===== src/rtl/core/mpid_pkg.sv =====
// Shared types and constants for the motor position PID core.
// No dependencies; imported by every module and interface of the block.
`timescale 1ns / 1ps

package mpid_pkg;

  // Fixed field widths
  localparam int unsigned TARGET_W   = 16;
  localparam int unsigned COUNT_W    = 16;
  localparam int unsigned SPEED_W    = 9;
  localparam int unsigned GAIN_W     = 15;
  localparam int unsigned LIMIT_W    = 31;
  localparam int unsigned CFG_IDX_W  = 3;
  localparam int unsigned CFG_DATA_W = 32;
  localparam int unsigned QUOT_W     = 11;
  localparam int unsigned ERR_W      = 17;
  localparam int unsigned SUM_W      = 32;
  localparam int unsigned P_TERM_W   = 32;
  localparam int unsigned I_TERM_W   = 48;
  localparam int unsigned D_TERM_W   = 28;
  localparam int unsigned DIFF_W     = 12;
  localparam int unsigned TOTAL_W    = 50;
  localparam int unsigned GAIN_SHIFT = 7;
  localparam int unsigned DRIVE_W    = TOTAL_W - GAIN_SHIFT;

  // Control constants
  localparam logic signed [TARGET_W-1:0] TARGET_CEIL    = 16'sd225;
  localparam logic [COUNT_W-1:0]         COUNT_PER_STEP = 16'd36;
  localparam logic [QUOT_W-1:0]          POSITION_CEIL  = 11'd1400;
  localparam logic [QUOT_W-1:0]          POSITION_WRAP  = 11'd1;
  localparam logic signed [DRIVE_W-1:0]  DRIVE_LOW      = -43'sd120;
  localparam logic signed [DRIVE_W-1:0]  DRIVE_HIGH     = 43'sd100;
  localparam logic [SPEED_W-1:0]         SPEED_SAT      = 9'd150;
  localparam logic signed [TOTAL_W-1:0]  ROUND_BIAS     = 50'sd127;

  // count / 36 == (count * 58255) >> 21, exact for every 16-bit count
  localparam logic [COUNT_W-1:0] DIV36_MUL   = 16'd58255;
  localparam int unsigned        DIV36_SHIFT = 21;

  // Register reset values
  localparam logic [GAIN_W-1:0]  KP_RESET      = 15'd128;
  localparam logic [GAIN_W-1:0]  KI_RESET      = 15'd0;
  localparam logic [GAIN_W-1:0]  KD_RESET      = 15'd0;
  localparam logic [GAIN_W-1:0]  ERR_LIM_RESET = 15'd254;
  localparam logic [LIMIT_W-1:0] INT_LIM_RESET = 31'd1073741823;
  localparam logic [GAIN_W-1:0]  P_LIM_RESET   = 15'd32767;
  localparam logic [LIMIT_W-1:0] I_LIM_RESET   = 31'd1073741823;

  // Configuration register indexes
  typedef enum logic [CFG_IDX_W-1:0] {
    CFG_KP        = 3'd0,
    CFG_KI        = 3'd1,
    CFG_KD        = 3'd2,
    CFG_ERR_LIMIT = 3'd3,
    CFG_INT_LIMIT = 3'd4,
    CFG_P_LIMIT   = 3'd5,
    CFG_I_LIMIT   = 3'd6
  } cfg_idx_e;

  typedef struct packed {
    logic [GAIN_W-1:0]  kp_scaled;
    logic [GAIN_W-1:0]  ki_scaled;
    logic [GAIN_W-1:0]  kd_scaled;
    logic [GAIN_W-1:0]  error_limit;
    logic [LIMIT_W-1:0] integral_limit;
    logic [GAIN_W-1:0]  p_term_limit;
    logic [LIMIT_W-1:0] i_term_limit;
  } cfg_t;

  // Item after the position stage
  typedef struct packed {
    logic signed [TARGET_W-1:0] target;
    logic [QUOT_W-1:0]          quot;
    logic                       dir_up;
  } pos_item_t;

  // Item after the term stage
  typedef struct packed {
    logic signed [P_TERM_W-1:0] p_term;
    logic signed [I_TERM_W-1:0] i_term;
    logic signed [D_TERM_W-1:0] d_term;
    logic                       dir_up;
  } term_item_t;

endpackage


===== src/rtl/core/mpid_if.sv =====
// Valid/ready channel interfaces for the motor position PID core.
// Depends on mpid_pkg for field widths.
`timescale 1ns / 1ps

interface mpid_in_if import mpid_pkg::*; ();
  logic                       valid;
  logic                       ready;
  logic signed [TARGET_W-1:0] target_position;
  logic [COUNT_W-1:0]         encoder_count;
  logic                       dir_now_up;

  modport source (output valid, target_position, encoder_count, dir_now_up, input ready);
  modport sink   (input valid, target_position, encoder_count, dir_now_up, output ready);
endinterface

interface mpid_out_if import mpid_pkg::*; ();
  logic               valid;
  logic               ready;
  logic [SPEED_W-1:0] motor_speed;
  logic               dir_next_up;

  modport source (output valid, motor_speed, dir_next_up, input ready);
  modport sink   (input valid, motor_speed, dir_next_up, output ready);
endinterface

interface mpid_cfg_if import mpid_pkg::*; ();
  logic                  valid;
  logic                  ready;
  logic [CFG_IDX_W-1:0]  index;
  logic [CFG_DATA_W-1:0] data;

  modport source (output valid, index, data, input ready);
  modport sink   (input valid, index, data, output ready);
endinterface


===== src/rtl/core/mpid_position.sv =====
// Input register and encoder-to-position stage: divide the count by 36.
// Depends on mpid_pkg.
`timescale 1ns / 1ps

module mpid_position import mpid_pkg::*; (
  input  logic                       clk_i,
  input  logic                       rst_ni,
  input  logic                       valid_i,
  output logic                       ready_o,
  input  logic signed [TARGET_W-1:0] target_i,
  input  logic [COUNT_W-1:0]         count_i,
  input  logic                       dir_up_i,
  output logic                       valid_o,
  input  logic                       ready_i,
  output pos_item_t                  item_o
);

  logic                       in_valid_q;
  logic signed [TARGET_W-1:0] target_q;
  logic [COUNT_W-1:0]         count_q;
  logic                       dir_q;
  logic                       in_ready;
  logic                       pos_valid_q;
  pos_item_t                  pos_q;
  pos_item_t                  pos_d;
  logic                       pos_ready;
  logic [COUNT_W-1:0]         count_adj;
  logic [2*COUNT_W-1:0]       product;

  assign pos_ready = !pos_valid_q || ready_i;
  assign in_ready  = !in_valid_q || pos_ready;
  assign ready_o   = in_ready;
  assign valid_o   = pos_valid_q;
  assign item_o    = pos_q;

  // Force a low count to one step while moving up, then divide by 36
  always_comb begin
    count_adj    = (count_q <= COUNT_PER_STEP && dir_q) ? COUNT_PER_STEP : count_q;
    product      = count_adj * DIV36_MUL;
    pos_d.target = target_q;
    pos_d.quot   = product[DIV36_SHIFT +: QUOT_W];
    pos_d.dir_up = dir_q;
  end

  // Input register valid
  always_ff @(posedge clk_i or negedge rst_ni) begin
    if (!rst_ni) begin
      in_valid_q <= 1'b0;
    end else if (in_ready) begin
      in_valid_q <= valid_i;
    end
  end

  // Input register payload
  always_ff @(posedge clk_i) begin
    if (valid_i && in_ready) begin
      target_q <= target_i;
      count_q  <= count_i;
      dir_q    <= dir_up_i;
    end
  end

  // Position register valid
  always_ff @(posedge clk_i or negedge rst_ni) begin
    if (!rst_ni) begin
      pos_valid_q <= 1'b0;
    end else if (pos_ready) begin
      pos_valid_q <= in_valid_q;
    end
  end

  // Position register payload
  always_ff @(posedge clk_i) begin
    if (in_valid_q && pos_ready) begin
      pos_q <= pos_d;
    end
  end

endmodule


===== src/rtl/core/mpid_terms.sv =====
// PID term stage: error, saturated P, anti-windup I, D on position change.
// Holds the error sum and last position; depends on mpid_pkg.
`timescale 1ns / 1ps

module mpid_terms import mpid_pkg::*; (
  input  logic       clk_i,
  input  logic       rst_ni,
  input  cfg_t       cfg_i,
  input  logic       valid_i,
  output logic       ready_o,
  input  pos_item_t  item_i,
  output logic       valid_o,
  input  logic       ready_i,
  output term_item_t item_o
);

  logic                       valid_q;
  term_item_t                 term_q;
  term_item_t                 term_d;
  logic                       advance;
  logic signed [SUM_W-1:0]    err_sum_q;
  logic signed [SUM_W-1:0]    err_sum_d;
  logic [QUOT_W-1:0]          last_pos_q;
  logic signed [TARGET_W-1:0] target_c;
  logic [QUOT_W-1:0]          pos;
  logic signed [ERR_W-1:0]    err;
  logic signed [ERR_W-1:0]    err_lim;
  logic signed [ERR_W+GAIN_W:0] p_prod;
  logic signed [SUM_W:0]      sum_next;
  logic signed [SUM_W:0]      int_lim;
  logic signed [SUM_W:0]      int_lim_neg;
  logic signed [SUM_W+GAIN_W+1:0] i_prod;
  logic signed [DIFF_W-1:0]   pos_diff;
  logic signed [D_TERM_W-1:0] d_prod;

  assign ready_o = !valid_q || ready_i;
  assign advance = valid_i && ready_o;
  assign valid_o = valid_q;
  assign item_o  = term_q;

  always_comb begin
    // Clamp target, fold runaway positions back to one step
    target_c = (item_i.target > TARGET_CEIL) ? TARGET_CEIL : item_i.target;
    pos      = (item_i.quot > POSITION_CEIL) ? POSITION_WRAP : item_i.quot;
    err      = {target_c[TARGET_W-1], target_c} - $signed({{(ERR_W-QUOT_W){1'b0}}, pos});

    // Proportional term with saturation
    err_lim = $signed({{(ERR_W-GAIN_W){1'b0}}, cfg_i.error_limit});
    p_prod  = $signed({1'b0, cfg_i.kp_scaled}) * err;
    if (err > err_lim) begin
      term_d.p_term = $signed({{(P_TERM_W-GAIN_W){1'b0}}, cfg_i.p_term_limit});
    end else if (err < -err_lim) begin
      term_d.p_term = -$signed({{(P_TERM_W-GAIN_W){1'b0}}, cfg_i.p_term_limit});
    end else begin
      term_d.p_term = p_prod[P_TERM_W-1:0];
    end

    // Integral term with anti-windup clamp
    sum_next    = {err_sum_q[SUM_W-1], err_sum_q}
                + {{(SUM_W+1-ERR_W){err[ERR_W-1]}}, err};
    int_lim     = $signed({{(SUM_W+1-LIMIT_W){1'b0}}, cfg_i.integral_limit});
    int_lim_neg = -int_lim;
    i_prod      = $signed({1'b0, cfg_i.ki_scaled}) * sum_next;
    if (sum_next > int_lim) begin
      err_sum_d     = int_lim[SUM_W-1:0];
      term_d.i_term = $signed({{(I_TERM_W-LIMIT_W){1'b0}}, cfg_i.i_term_limit});
    end else if (sum_next < int_lim_neg) begin
      err_sum_d     = int_lim_neg[SUM_W-1:0];
      term_d.i_term = -$signed({{(I_TERM_W-LIMIT_W){1'b0}}, cfg_i.i_term_limit});
    end else begin
      err_sum_d     = sum_next[SUM_W-1:0];
      term_d.i_term = i_prod[I_TERM_W-1:0];
    end

    // Derivative term on the change in position
    pos_diff      = $signed({1'b0, last_pos_q}) - $signed({1'b0, pos});
    d_prod        = $signed({1'b0, cfg_i.kd_scaled}) * pos_diff;
    term_d.d_term = d_prod;
    term_d.dir_up = item_i.dir_up;
  end

  // Controller state advances once per item
  always_ff @(posedge clk_i or negedge rst_ni) begin
    if (!rst_ni) begin
      valid_q    <= 1'b0;
      err_sum_q  <= '0;
      last_pos_q <= '0;
    end else begin
      if (ready_o) begin
        valid_q <= valid_i;
      end
      if (advance) begin
        err_sum_q  <= err_sum_d;
        last_pos_q <= pos;
      end
    end
  end

  // Term register payload
  always_ff @(posedge clk_i) begin
    if (advance) begin
      term_q <= term_d;
    end
  end

endmodule


===== src/rtl/core/mpid_drive_map.sv =====
// Output stage: sum the terms, divide by 128 toward zero, map to speed.
// Result register; depends on mpid_pkg.
`timescale 1ns / 1ps

module mpid_drive_map import mpid_pkg::*; (
  input  logic               clk_i,
  input  logic               rst_ni,
  input  logic               valid_i,
  output logic               ready_o,
  input  term_item_t         item_i,
  output logic               valid_o,
  input  logic               ready_i,
  output logic [SPEED_W-1:0] speed_o,
  output logic               dir_up_o
);

  logic                      valid_q;
  logic [SPEED_W-1:0]        speed_q;
  logic [SPEED_W-1:0]        speed_d;
  logic                      dir_q;
  logic                      dir_d;
  logic signed [TOTAL_W-1:0] total;
  logic signed [TOTAL_W-1:0] total_adj;
  logic signed [DRIVE_W-1:0] drive;
  logic signed [DRIVE_W-1:0] drive_mag;
  logic [SPEED_W-1:0]        mag;

  assign ready_o  = !valid_q || ready_i;
  assign valid_o  = valid_q;
  assign speed_o  = speed_q;
  assign dir_up_o = dir_q;

  always_comb begin
    // Sum and truncate toward zero
    total = {{(TOTAL_W-P_TERM_W){item_i.p_term[P_TERM_W-1]}}, item_i.p_term}
          + {{(TOTAL_W-I_TERM_W){item_i.i_term[I_TERM_W-1]}}, item_i.i_term}
          + {{(TOTAL_W-D_TERM_W){item_i.d_term[D_TERM_W-1]}}, item_i.d_term};
    total_adj = total[TOTAL_W-1] ? (total + ROUND_BIAS) : total;
    drive     = total_adj[TOTAL_W-1:GAIN_SHIFT];
    drive_mag = drive[DRIVE_W-1] ? -drive : drive;
    mag       = drive_mag[SPEED_W-1:0];

    // Map drive to speed and direction
    if (drive < DRIVE_LOW) begin
      speed_d = SPEED_SAT;
      dir_d   = 1'b1;
    end else if (drive > DRIVE_HIGH) begin
      speed_d = SPEED_SAT;
      dir_d   = 1'b0;
    end else if (drive > 0) begin
      speed_d = (mag << 1) + mag;
      dir_d   = 1'b0;
    end else if (drive < 0) begin
      speed_d = (mag << 1) + mag;
      dir_d   = 1'b1;
    end else begin
      speed_d = '0;
      dir_d   = item_i.dir_up;
    end
  end

  // Result register valid
  always_ff @(posedge clk_i or negedge rst_ni) begin
    if (!rst_ni) begin
      valid_q <= 1'b0;
    end else if (ready_o) begin
      valid_q <= valid_i;
    end
  end

  // Result register payload
  always_ff @(posedge clk_i) begin
    if (valid_i && ready_o) begin
      speed_q <= speed_d;
      dir_q   <= dir_d;
    end
  end

endmodule


===== src/rtl/core/motor_position_pid_core.sv =====
// Top level of the motor position PID core: configuration registers and stages.
// Depends on mpid_pkg, mpid_if, mpid_position, mpid_terms, mpid_drive_map.
//
// Usage:
//   in_i   carries one control tick per item: target position, raw encoder
//          count and present direction.
//   out_o  returns one item per tick: motor speed and next direction.
//   cfg_i  writes a gain or limit register by index; always ready. Write only
//          while no item is in flight.
//   The input register loads on acceptance, then the position, term and
//   result registers load in turn before output valid rises.
//   Throughput is one item per cycle while the receiver keeps ready high;
//   the error-sum update in the term stage does not hold the flow.
//   Reset clears all stage valids, the error sum and the last position, and
//   loads the register defaults.
//   When the receiver stalls, the result register holds its item and the
//   stages behind it keep filling; in_i drops ready only once all are full.
`timescale 1ns / 1ps

module motor_position_pid_core import mpid_pkg::*; (
  input  logic        clk_i,
  input  logic        rst_ni,
  mpid_in_if.sink     in_i,
  mpid_out_if.source  out_o,
  mpid_cfg_if.sink    cfg_i
);

  cfg_t       cfg_q;
  logic       pos_valid;
  logic       pos_ready;
  pos_item_t  pos_item;
  logic       term_valid;
  logic       term_ready;
  term_item_t term_item;

  assign cfg_i.ready = 1'b1;

  // Configuration registers; unknown indexes are dropped
  always_ff @(posedge clk_i or negedge rst_ni) begin
    if (!rst_ni) begin
      cfg_q.kp_scaled      <= KP_RESET;
      cfg_q.ki_scaled      <= KI_RESET;
      cfg_q.kd_scaled      <= KD_RESET;
      cfg_q.error_limit    <= ERR_LIM_RESET;
      cfg_q.integral_limit <= INT_LIM_RESET;
      cfg_q.p_term_limit   <= P_LIM_RESET;
      cfg_q.i_term_limit   <= I_LIM_RESET;
    end else if (cfg_i.valid) begin
      case (cfg_idx_e'(cfg_i.index))
        CFG_KP:        cfg_q.kp_scaled      <= cfg_i.data[GAIN_W-1:0];
        CFG_KI:        cfg_q.ki_scaled      <= cfg_i.data[GAIN_W-1:0];
        CFG_KD:        cfg_q.kd_scaled      <= cfg_i.data[GAIN_W-1:0];
        CFG_ERR_LIMIT: cfg_q.error_limit    <= cfg_i.data[GAIN_W-1:0];
        CFG_INT_LIMIT: cfg_q.integral_limit <= cfg_i.data[LIMIT_W-1:0];
        CFG_P_LIMIT:   cfg_q.p_term_limit   <= cfg_i.data[GAIN_W-1:0];
        CFG_I_LIMIT:   cfg_q.i_term_limit   <= cfg_i.data[LIMIT_W-1:0];
        default: begin
        end
      endcase
    end
  end

  mpid_position u_position (
    .clk_i    (clk_i),
    .rst_ni   (rst_ni),
    .valid_i  (in_i.valid),
    .ready_o  (in_i.ready),
    .target_i (in_i.target_position),
    .count_i  (in_i.encoder_count),
    .dir_up_i (in_i.dir_now_up),
    .valid_o  (pos_valid),
    .ready_i  (pos_ready),
    .item_o   (pos_item)
  );

  mpid_terms u_terms (
    .clk_i   (clk_i),
    .rst_ni  (rst_ni),
    .cfg_i   (cfg_q),
    .valid_i (pos_valid),
    .ready_o (pos_ready),
    .item_i  (pos_item),
    .valid_o (term_valid),
    .ready_i (term_ready),
    .item_o  (term_item)
  );

  mpid_drive_map u_drive_map (
    .clk_i    (clk_i),
    .rst_ni   (rst_ni),
    .valid_i  (term_valid),
    .ready_o  (term_ready),
    .item_i   (term_item),
    .valid_o  (out_o.valid),
    .ready_i  (out_o.ready),
    .speed_o  (out_o.motor_speed),
    .dir_up_o (out_o.dir_next_up)
  );

endmodule


===== src/flat_wrapper.sv =====
// flat-port wrapper written by rule: the top's interface ports become plain ports
module motor_position_pid_core_flat import mpid_pkg::*;
  (clk_i, rst_ni, in_i_valid, in_i_target_position, in_i_encoder_count, in_i_dir_now_up, in_i_ready, out_o_valid, out_o_motor_speed, out_o_dir_next_up, out_o_ready, cfg_i_valid, cfg_i_index, cfg_i_data, cfg_i_ready);
  mpid_in_if in_i_i ();
  mpid_out_if out_o_i ();
  mpid_cfg_if cfg_i_i ();
  input  logic clk_i;
  input  logic rst_ni;
  input wire logic [$bits(in_i_i.valid)-1:0] in_i_valid;
  input wire logic [$bits(in_i_i.target_position)-1:0] in_i_target_position;
  input wire logic [$bits(in_i_i.encoder_count)-1:0] in_i_encoder_count;
  input wire logic [$bits(in_i_i.dir_now_up)-1:0] in_i_dir_now_up;
  output wire logic [$bits(in_i_i.ready)-1:0] in_i_ready;
  output wire logic [$bits(out_o_i.valid)-1:0] out_o_valid;
  output wire logic [$bits(out_o_i.motor_speed)-1:0] out_o_motor_speed;
  output wire logic [$bits(out_o_i.dir_next_up)-1:0] out_o_dir_next_up;
  input wire logic [$bits(out_o_i.ready)-1:0] out_o_ready;
  input wire logic [$bits(cfg_i_i.valid)-1:0] cfg_i_valid;
  input wire logic [$bits(cfg_i_i.index)-1:0] cfg_i_index;
  input wire logic [$bits(cfg_i_i.data)-1:0] cfg_i_data;
  output wire logic [$bits(cfg_i_i.ready)-1:0] cfg_i_ready;
  assign in_i_i.valid = in_i_valid;
  assign in_i_i.target_position = in_i_target_position;
  assign in_i_i.encoder_count = in_i_encoder_count;
  assign in_i_i.dir_now_up = in_i_dir_now_up;
  assign in_i_ready = in_i_i.ready;
  assign out_o_valid = out_o_i.valid;
  assign out_o_motor_speed = out_o_i.motor_speed;
  assign out_o_dir_next_up = out_o_i.dir_next_up;
  assign out_o_i.ready = out_o_ready;
  assign cfg_i_i.valid = cfg_i_valid;
  assign cfg_i_i.index = cfg_i_index;
  assign cfg_i_i.data = cfg_i_data;
  assign cfg_i_ready = cfg_i_i.ready;
  motor_position_pid_core u_core (.clk_i(clk_i), .rst_ni(rst_ni), .in_i(in_i_i), .out_o(out_o_i), .cfg_i(cfg_i_i));
endmodule

===== config.mk =====
export PLATFORM = sky130hd
export DESIGN_NAME = motor_position_pid_core_flat
export DESIGN_NICKNAME = d
export VERILOG_FILES = /design/src/rtl/core/mpid_pkg.sv /design/src/rtl/core/mpid_if.sv /design/src/rtl/core/mpid_position.sv /design/src/rtl/core/mpid_terms.sv /design/src/rtl/core/mpid_drive_map.sv /design/src/rtl/core/motor_position_pid_core.sv /design/src/flat_wrapper.sv
export SDC_FILE = /design/constraint.sdc
export NUM_CORES = 2
export LEC_CHECK = 0
export ABC_AREA = 1
export BUFFER_PORTS_ARGS = -buffer_cell sky130_fd_sc_hd__buf_2
export CAP_MARGIN = 0
export CORE_MARGIN = 1.5
export CORE_UTILIZATION = 50
export CTS_BUF_LIST = sky130_fd_sc_hd__clkbuf_16
export CTS_CLUSTER_DIAMETER = 200
export DETAILED_ROUTE_END_ITERATION = 7
export PLACE_DENSITY = 0.63
export SYNTH_ARGS = -nofsm -noshare
export SYNTH_HDL_FRONTEND = slang
export SYNTH_SLANG_ARGS = --single-unit
export TNS_END_PERCENT = 20

===== constraint.sdc =====
create_clock -name clk_i -period 18.6 [get_ports clk_i]
set_input_delay 5.58 -clock clk_i [delete_from_list [all_inputs] [get_ports clk_i]]
set_output_delay 5.58 -clock clk_i [all_outputs]
set_load 0.02 [all_outputs]

Word-level counts from Yosys, hierarchy flattened --
Cells that the tools add are included.
Cells by class: add/sub/neg operators 12, $mul 4, order comparisons 11, equality and inequality tests 6, muxes and demuxes 16, reduce and logical (&&, ||, !) cells 22
Operators by type and width (number):
- 32-bit 2-to-1 mux | 3
- 49-bit by 28-bit adder with 50-bit output | 1
- 50-bit by 8-bit adder with 50-bit output (second input constant) | 1
- 50-bit 2-to-1 mux | 1
- 32-bit by 48-bit adder with 49-bit output | 1
- 16-bit by 33-bit multiplier with 48-bit output | 1
- 48-bit 2-to-1 mux | 1
- 31-bit negation with 48-bit output | 1
- 43-bit by 1-bit > comparator with 1-bit output (second input constant) | 1
- 43-bit by 8-bit > comparator with 1-bit output (second input constant) | 1
- 43-bit by 1-bit < comparator with 1-bit output (second input constant) | 1
- 43-bit by 8-bit < comparator with 1-bit output (second input constant) | 1
- 32-bit by 17-bit adder with 33-bit output | 1
- 33-bit by 32-bit > comparator with 1-bit output | 1
- 33-bit < comparator | 1
- 31-bit negation with 33-bit output | 1
- 16-bit by 16-bit multiplier with 32-bit output (second input constant) | 1
- 16-bit by 17-bit multiplier with 32-bit output | 1
- 16-bit 2-to-1 mux | 2
- 15-bit negation with 32-bit output | 1
- 31-bit 2-to-1 mux | 1
- 16-bit by 12-bit multiplier with 28-bit output | 1
- 9-bit 2-to-1 mux | 3
- 17-bit by 16-bit > comparator with 1-bit output | 1
- other kinds (21) | 42
Word-level totals: register bits 364, input bits 73

Logic depth before layout (Yosys ltp) --
depth after elaboration 9, mapped depth 64, depth with buffers taken out 63

Modules after synthesis --
A second synthesis with hierarchy kept.
Unflattened totals: cells, all modules 9165, area total of the unflattened synthesis 68304.3 um^2
Modules (own cells, without submodules):
- mpid_terms | times used 1, cells an instance 6075, area each 47057.6 um^2
- mpid_drive_map | times used 1, cells an instance 1659, area each 8708.4 um^2
- mpid_position | times used 1, cells an instance 825, area each 7073.0 um^2
- motor_position_pid_core | times used 1, cells an instance 606, area each 5465.2 um^2

Worst setup path after synthesis --
Ideal clock, no wire load.
path type input to output, start point in out_o_ready, end point out in_i_ready, arrival 6.244 ns, required time 13.020 ns, path slack 6.776 ns, stages 8, buffers on the path 0, path through nor2_1 > inv_1 > nor2_1 > inv_1 > nor2_1 > inv_1 > nor2_1 > inv_1
Between the ends: word-level cells in the longest chain between the ends 4
RTL lines:
- start, declared | RTL line flat_wrapper.sv:17 | input wire logic [$bits(out_o_i.ready)-1:0] out_o_ready;
- 1-bit logical OR | RTL line mpid_drive_map.sv:28 | assign ready_o = !valid_q || ready_i;
- 1-bit logical OR | RTL line mpid_terms.sv:36 | assign ready_o = !valid_q || ready_i;
- 1-bit logical OR | RTL line mpid_position.sv:30 | assign pos_ready = !pos_valid_q || ready_i;
- 1-bit logical OR | RTL line mpid_position.sv:31 | assign in_ready = !in_valid_q || pos_ready;
- end, declared | RTL line flat_wrapper.sv:13 | output wire logic [$bits(in_i_i.ready)-1:0] in_i_ready;
No other way between the ends.

Final worst setup path --
start point reg u_core.u_position.pos_q (netlist bit u_core.u_position.item_o[2]), end point reg u_core.u_terms.term_q (netlist bit u_core.u_terms.item_o[74]) (data pin)
Between the ends: word-level cells in the longest chain between the ends 6, elaborated cells on any way between the ends 8, classes of those cells add/sub (2); mul (1); order compare (3); mux (2)
RTL lines:
- start, declared | RTL line mpid_position.sv:24 | pos_item_t pos_q;
- start signal, assigned | RTL line mpid_position.sv:75 | pos_q <= pos_d;
- 11-bit > comparator | RTL line mpid_terms.sv:44 | pos = (item_i.quot > POSITION_CEIL) ? POSITION_WRAP : item_i.quot;
- 11-bit 2-to-1 mux * | RTL line mpid_terms.sv:44
- 16-bit by 12-bit subtractor with 17-bit output * | RTL line mpid_terms.sv:45 | err = {target_c[TARGET_W-1], target_c} - $signed({{(ERR_W-QUOT_W){1'b0}}, pos});
- 32-bit by 17-bit adder with 33-bit output * | RTL line mpid_terms.sv:60 | + {{(SUM_W+1-ERR_W){err[ERR_W-1]}}, err};
- 16-bit by 33-bit multiplier with 48-bit output / 33-bit < comparator (equally long branches) | RTL line mpid_terms.sv:63, mpid_terms.sv:67
- 48-bit 2-to-1 mux | RTL line mpid_terms.sv:67 | end else if (sum_next < int_lim_neg) begin
- end signal, assigned | RTL line mpid_terms.sv:102 | term_q <= term_d;
- end, declared | RTL line mpid_terms.sv:18 | term_item_t term_q;
Mark *: on every way between the ends. The rest lies on a longest branch, timed or not. A chain may end at the register's enable or synchronous reset.

==> results.json <==
{
  "status": "finished clean",
  "gp_congestion": 0.961,
  "ys_types": 67,
  "synthMuxAreaShare_pct": 0,
  "period_needed_ns": 13.27,
  "wl_met2_um": 86500,
  "required_ns": 18.93,
  "htreeDepth": 2,
  "cts_resized": 0,
  "cp_max_fo": 12,
  "clk_latency_ns": 0.63,
  "multi_input_area_mm2": 0.0467,
  "finalSetupViolCount": 0,
  "drt_iter0_markers": 4158,
  "synth_top_family_by_area": "adder cells",
  "routedWlPerCell_um": 19.6,
  "final_common_cell": "nand2_1",
  "die_area_mm2": 0.131,
  "routed_wirelength_um": 192000,
  "area_growth_pct": 5.89,
  "cts_max_path_buffers": 3,
  "drc": 0,
  "tns_ns": 0,
  "numCtsBuffers": 46,
  "postSynthCellCount": 8161,
  "grt_usage_pct": 30.0,
  "dpl_cell_area_mm2": 0.0664,
  "pre_cts_ws_ns": 5.63,
  "io_pins": 86,
  "max_freq_mhz": 75.3,
  "die_w_um": 361,
  "hold_viol": 0,
  "first_global_vias": 53892,
  "antenna_found_initial": 12,
  "wl_met3_um": 15500,
  "yosysWarnings": 0,
  "seq_area_mm2": 0.0101,
  "clock-sinks": 364,
  "hpwl_um": 156000,
  "grt_pass1_wl_um": 304000,
  "tightestPinTransition_ns": 1.21,
  "core_region_area_mm2": 0.128,
  "cp_common_cell": "nand2_1",
  "timing_worst_setup_path_type": "reg2reg",
  "initial_core_util_pct": 50.4,
  "slew_viol_final": 0,
  "synth_edf_count": 180,
  "setup_ws_ns": 5.33,
  "vias_per_cell": 5.37,
  "hp-class": "reg2reg",
  "arrival_ns": 13.60,
  "synth_nets": 9799,
  "num-fill-cells": 12250,
  "synth_compound_area_share_pct": 7.61,
  "synth_xor_xnor_area_share_pct": 3.09,
  "clk_pin_slew_ns": 0.06,
  "period_share_pct": 71.4,
  "grt_max_degree": 92,
  "critPathMaxStageDelay_ns": 0.69,
  "io_buffers": 83,
  "syn_avg_cell_area_um2": 7.87,
  "rows": 131,
  "cts_tree": "done",
  "topRoutingLayerUsed": "met5",
  "m1WireLength_um": 83400,
  "synth_ff_type": "edfxtp_1",
  "nNetsFinal": 9769,
  "rsz0062_at_grt": "no",
  "synth-simple-area-share_pct": 20.2,
  "ant_nets": 0,
  "async_reset_ff_share_pct": 50.5,
  "drt_first_pass_iters": 6,
  "fin_skew_ns": 0.0312,
  "grt_remaining_overflow": 0,
  "synth_area_mm2": 0.0642,
  "drive_above_1_share_pct": 5.86,
  "hold_ws_ns": 0.419,
  "slew_headroom_pct": 18.8,
  "crit_slowest_cell": "clkinv_1",
  "max_cap_viol_count": 0,
  "ys_ff_latch": 364,
  "clockRootBuffer": "clkbuf_16",
  "synth_adder_area_share_pct": 41.7,
  "die_y_um": 361,
  "startpoint_type": "flip-flop",
  "layout_common_cells": "nand2_1, inv_1, fa_1",
  "seq_area_frac_synth_pct": 15.7,
  "postCtsSetupBuffers": 0,
  "fin_area_mm2": 0.0680,
  "vias": 52767,
  "cp-end-kind": "flip-flop",
  "postCtsHoldBufs": 0
}
final timing paths:
path                       cells after the start  slack (ns)                      endpoint                      startpoint
min                                            0        0.42  u_core.u_position.item_o[23]  u_core.u_position.target_q[11]
max                                           54        5.33     u_core.u_terms.item_o[74]     u_core.u_position.item_o[2]
min in group asynchronous                      1        5.07  u_core.u_position.in_valid_q                          rst_ni
max in group asynchronous                      2       12.13   u_core.u_terms.err_sum_q[0]                          rst_ni
min reg2reg                                    0        0.42  u_core.u_position.item_o[23]  u_core.u_position.target_q[11]
max reg2reg                                   54        5.33     u_core.u_terms.item_o[74]     u_core.u_position.item_o[2]
kinds of logic after synthesis:
group	after synthesis
flip-flops	364
XOR/XNOR	225
AND/OR/NAND/NOR	3138
adder cells (fa/ha/maj)	1565
buffers and inverters	1979
other	1
AO/OA/AOI/OAI	889
metal layers:
| metal | global-route usage, % | up-vias |
|---|---|---|
| met4 | 9.68 | 6 |
| met2 | 48.5 | 1764 |
| met3 | 5.81 | 355 |
| met1 | 40.5 | 25723 |
| met5 | 0 | - |
| li1 | - | 24919 |
critical path, delay by kind of cell (launching register included):
family	cells	cell delay (ns)
AND/OR/NAND/NOR	20	3.24
adder cells (fa/ha/maj)	9	4.49
flip-flops	1	0.39
buffers and inverters	8	1.65
AO/OA/AOI/OAI	17	3.16
cells in the mapped netlist (all sizes together), types with 2 or more instances:
cell type,instances,area [um2]
nand2,1857,7090
inv,1742,6540
fa,964,19300
nor2,849,3360
ha,601,7520
o21ai,397,1990
a21oi,311,1570
nand3,212,1120
clkbuf,193,726
edfxtp,180,5410
xor2,141,1240
dfrtp,101,2530
xnor2,84,743
dfstp,83,2180
nand4,78,515
nor3,63,352
or2,38,238
a31oi,35,219
o211ai,32,240
buf,24,130
clkinv,20,75.1
o21a,20,150
o21bai,20,150
a21boi,17,128
nor4,14,106
o22ai,14,87.6
a21o,11,82.6
nand3b,11,82.6
and2,8,50.1
o221ai,8,70.1
a211oi,7,52.6
o31ai,6,45.0
and3,5,31.3
a2111oi,3,26.3
a221oi,2,17.5
registers in the layout, summed over array words and instances (netlist names):
register	count
u_core.cfg_q	137
u_core.u_terms.item_o	109
u_core.u_terms.err_sum_q	32
u_core.u_position.item_o	28
u_core.u_position.count_q	16
u_core.u_position.target_q	16
u_core.u_terms.last_pos_q	11
u_core.u_drive_map.speed_o	9
u_core.u_drive_map.dir_up_o	1
u_core.u_drive_map.valid_o	1
u_core.u_position.dir_q	1
u_core.u_position.in_valid_q	1
u_core.u_position.valid_o	1
u_core.u_terms.valid_o	1
final cells by class:
type                            instances  area share [%]
Inverter                             1762            9.73
Sequential cell                       364            14.9
Timing Repair Buffer                  139            1.24
Clock buffer                           49            1.80
Multi-Input combinational cell       5818            68.7
Tap cell                             1662            3.06
Clock inverter                         37           0.627
Antenna cell                            3          0.0110
stage by stage:
step / std cells / util, %
final: 9834 / 53.4
after floorplan: 8161 / -
after global routing: 9831 / 53.3
after CTS: 9831 / 53.3
after global placement: 9745 / 52.0
after detailed placement: 9745 / 52.0
Power is not shown: default switching activity piles up to over one toggle a cycle in this logic, so the estimate is an artifact.
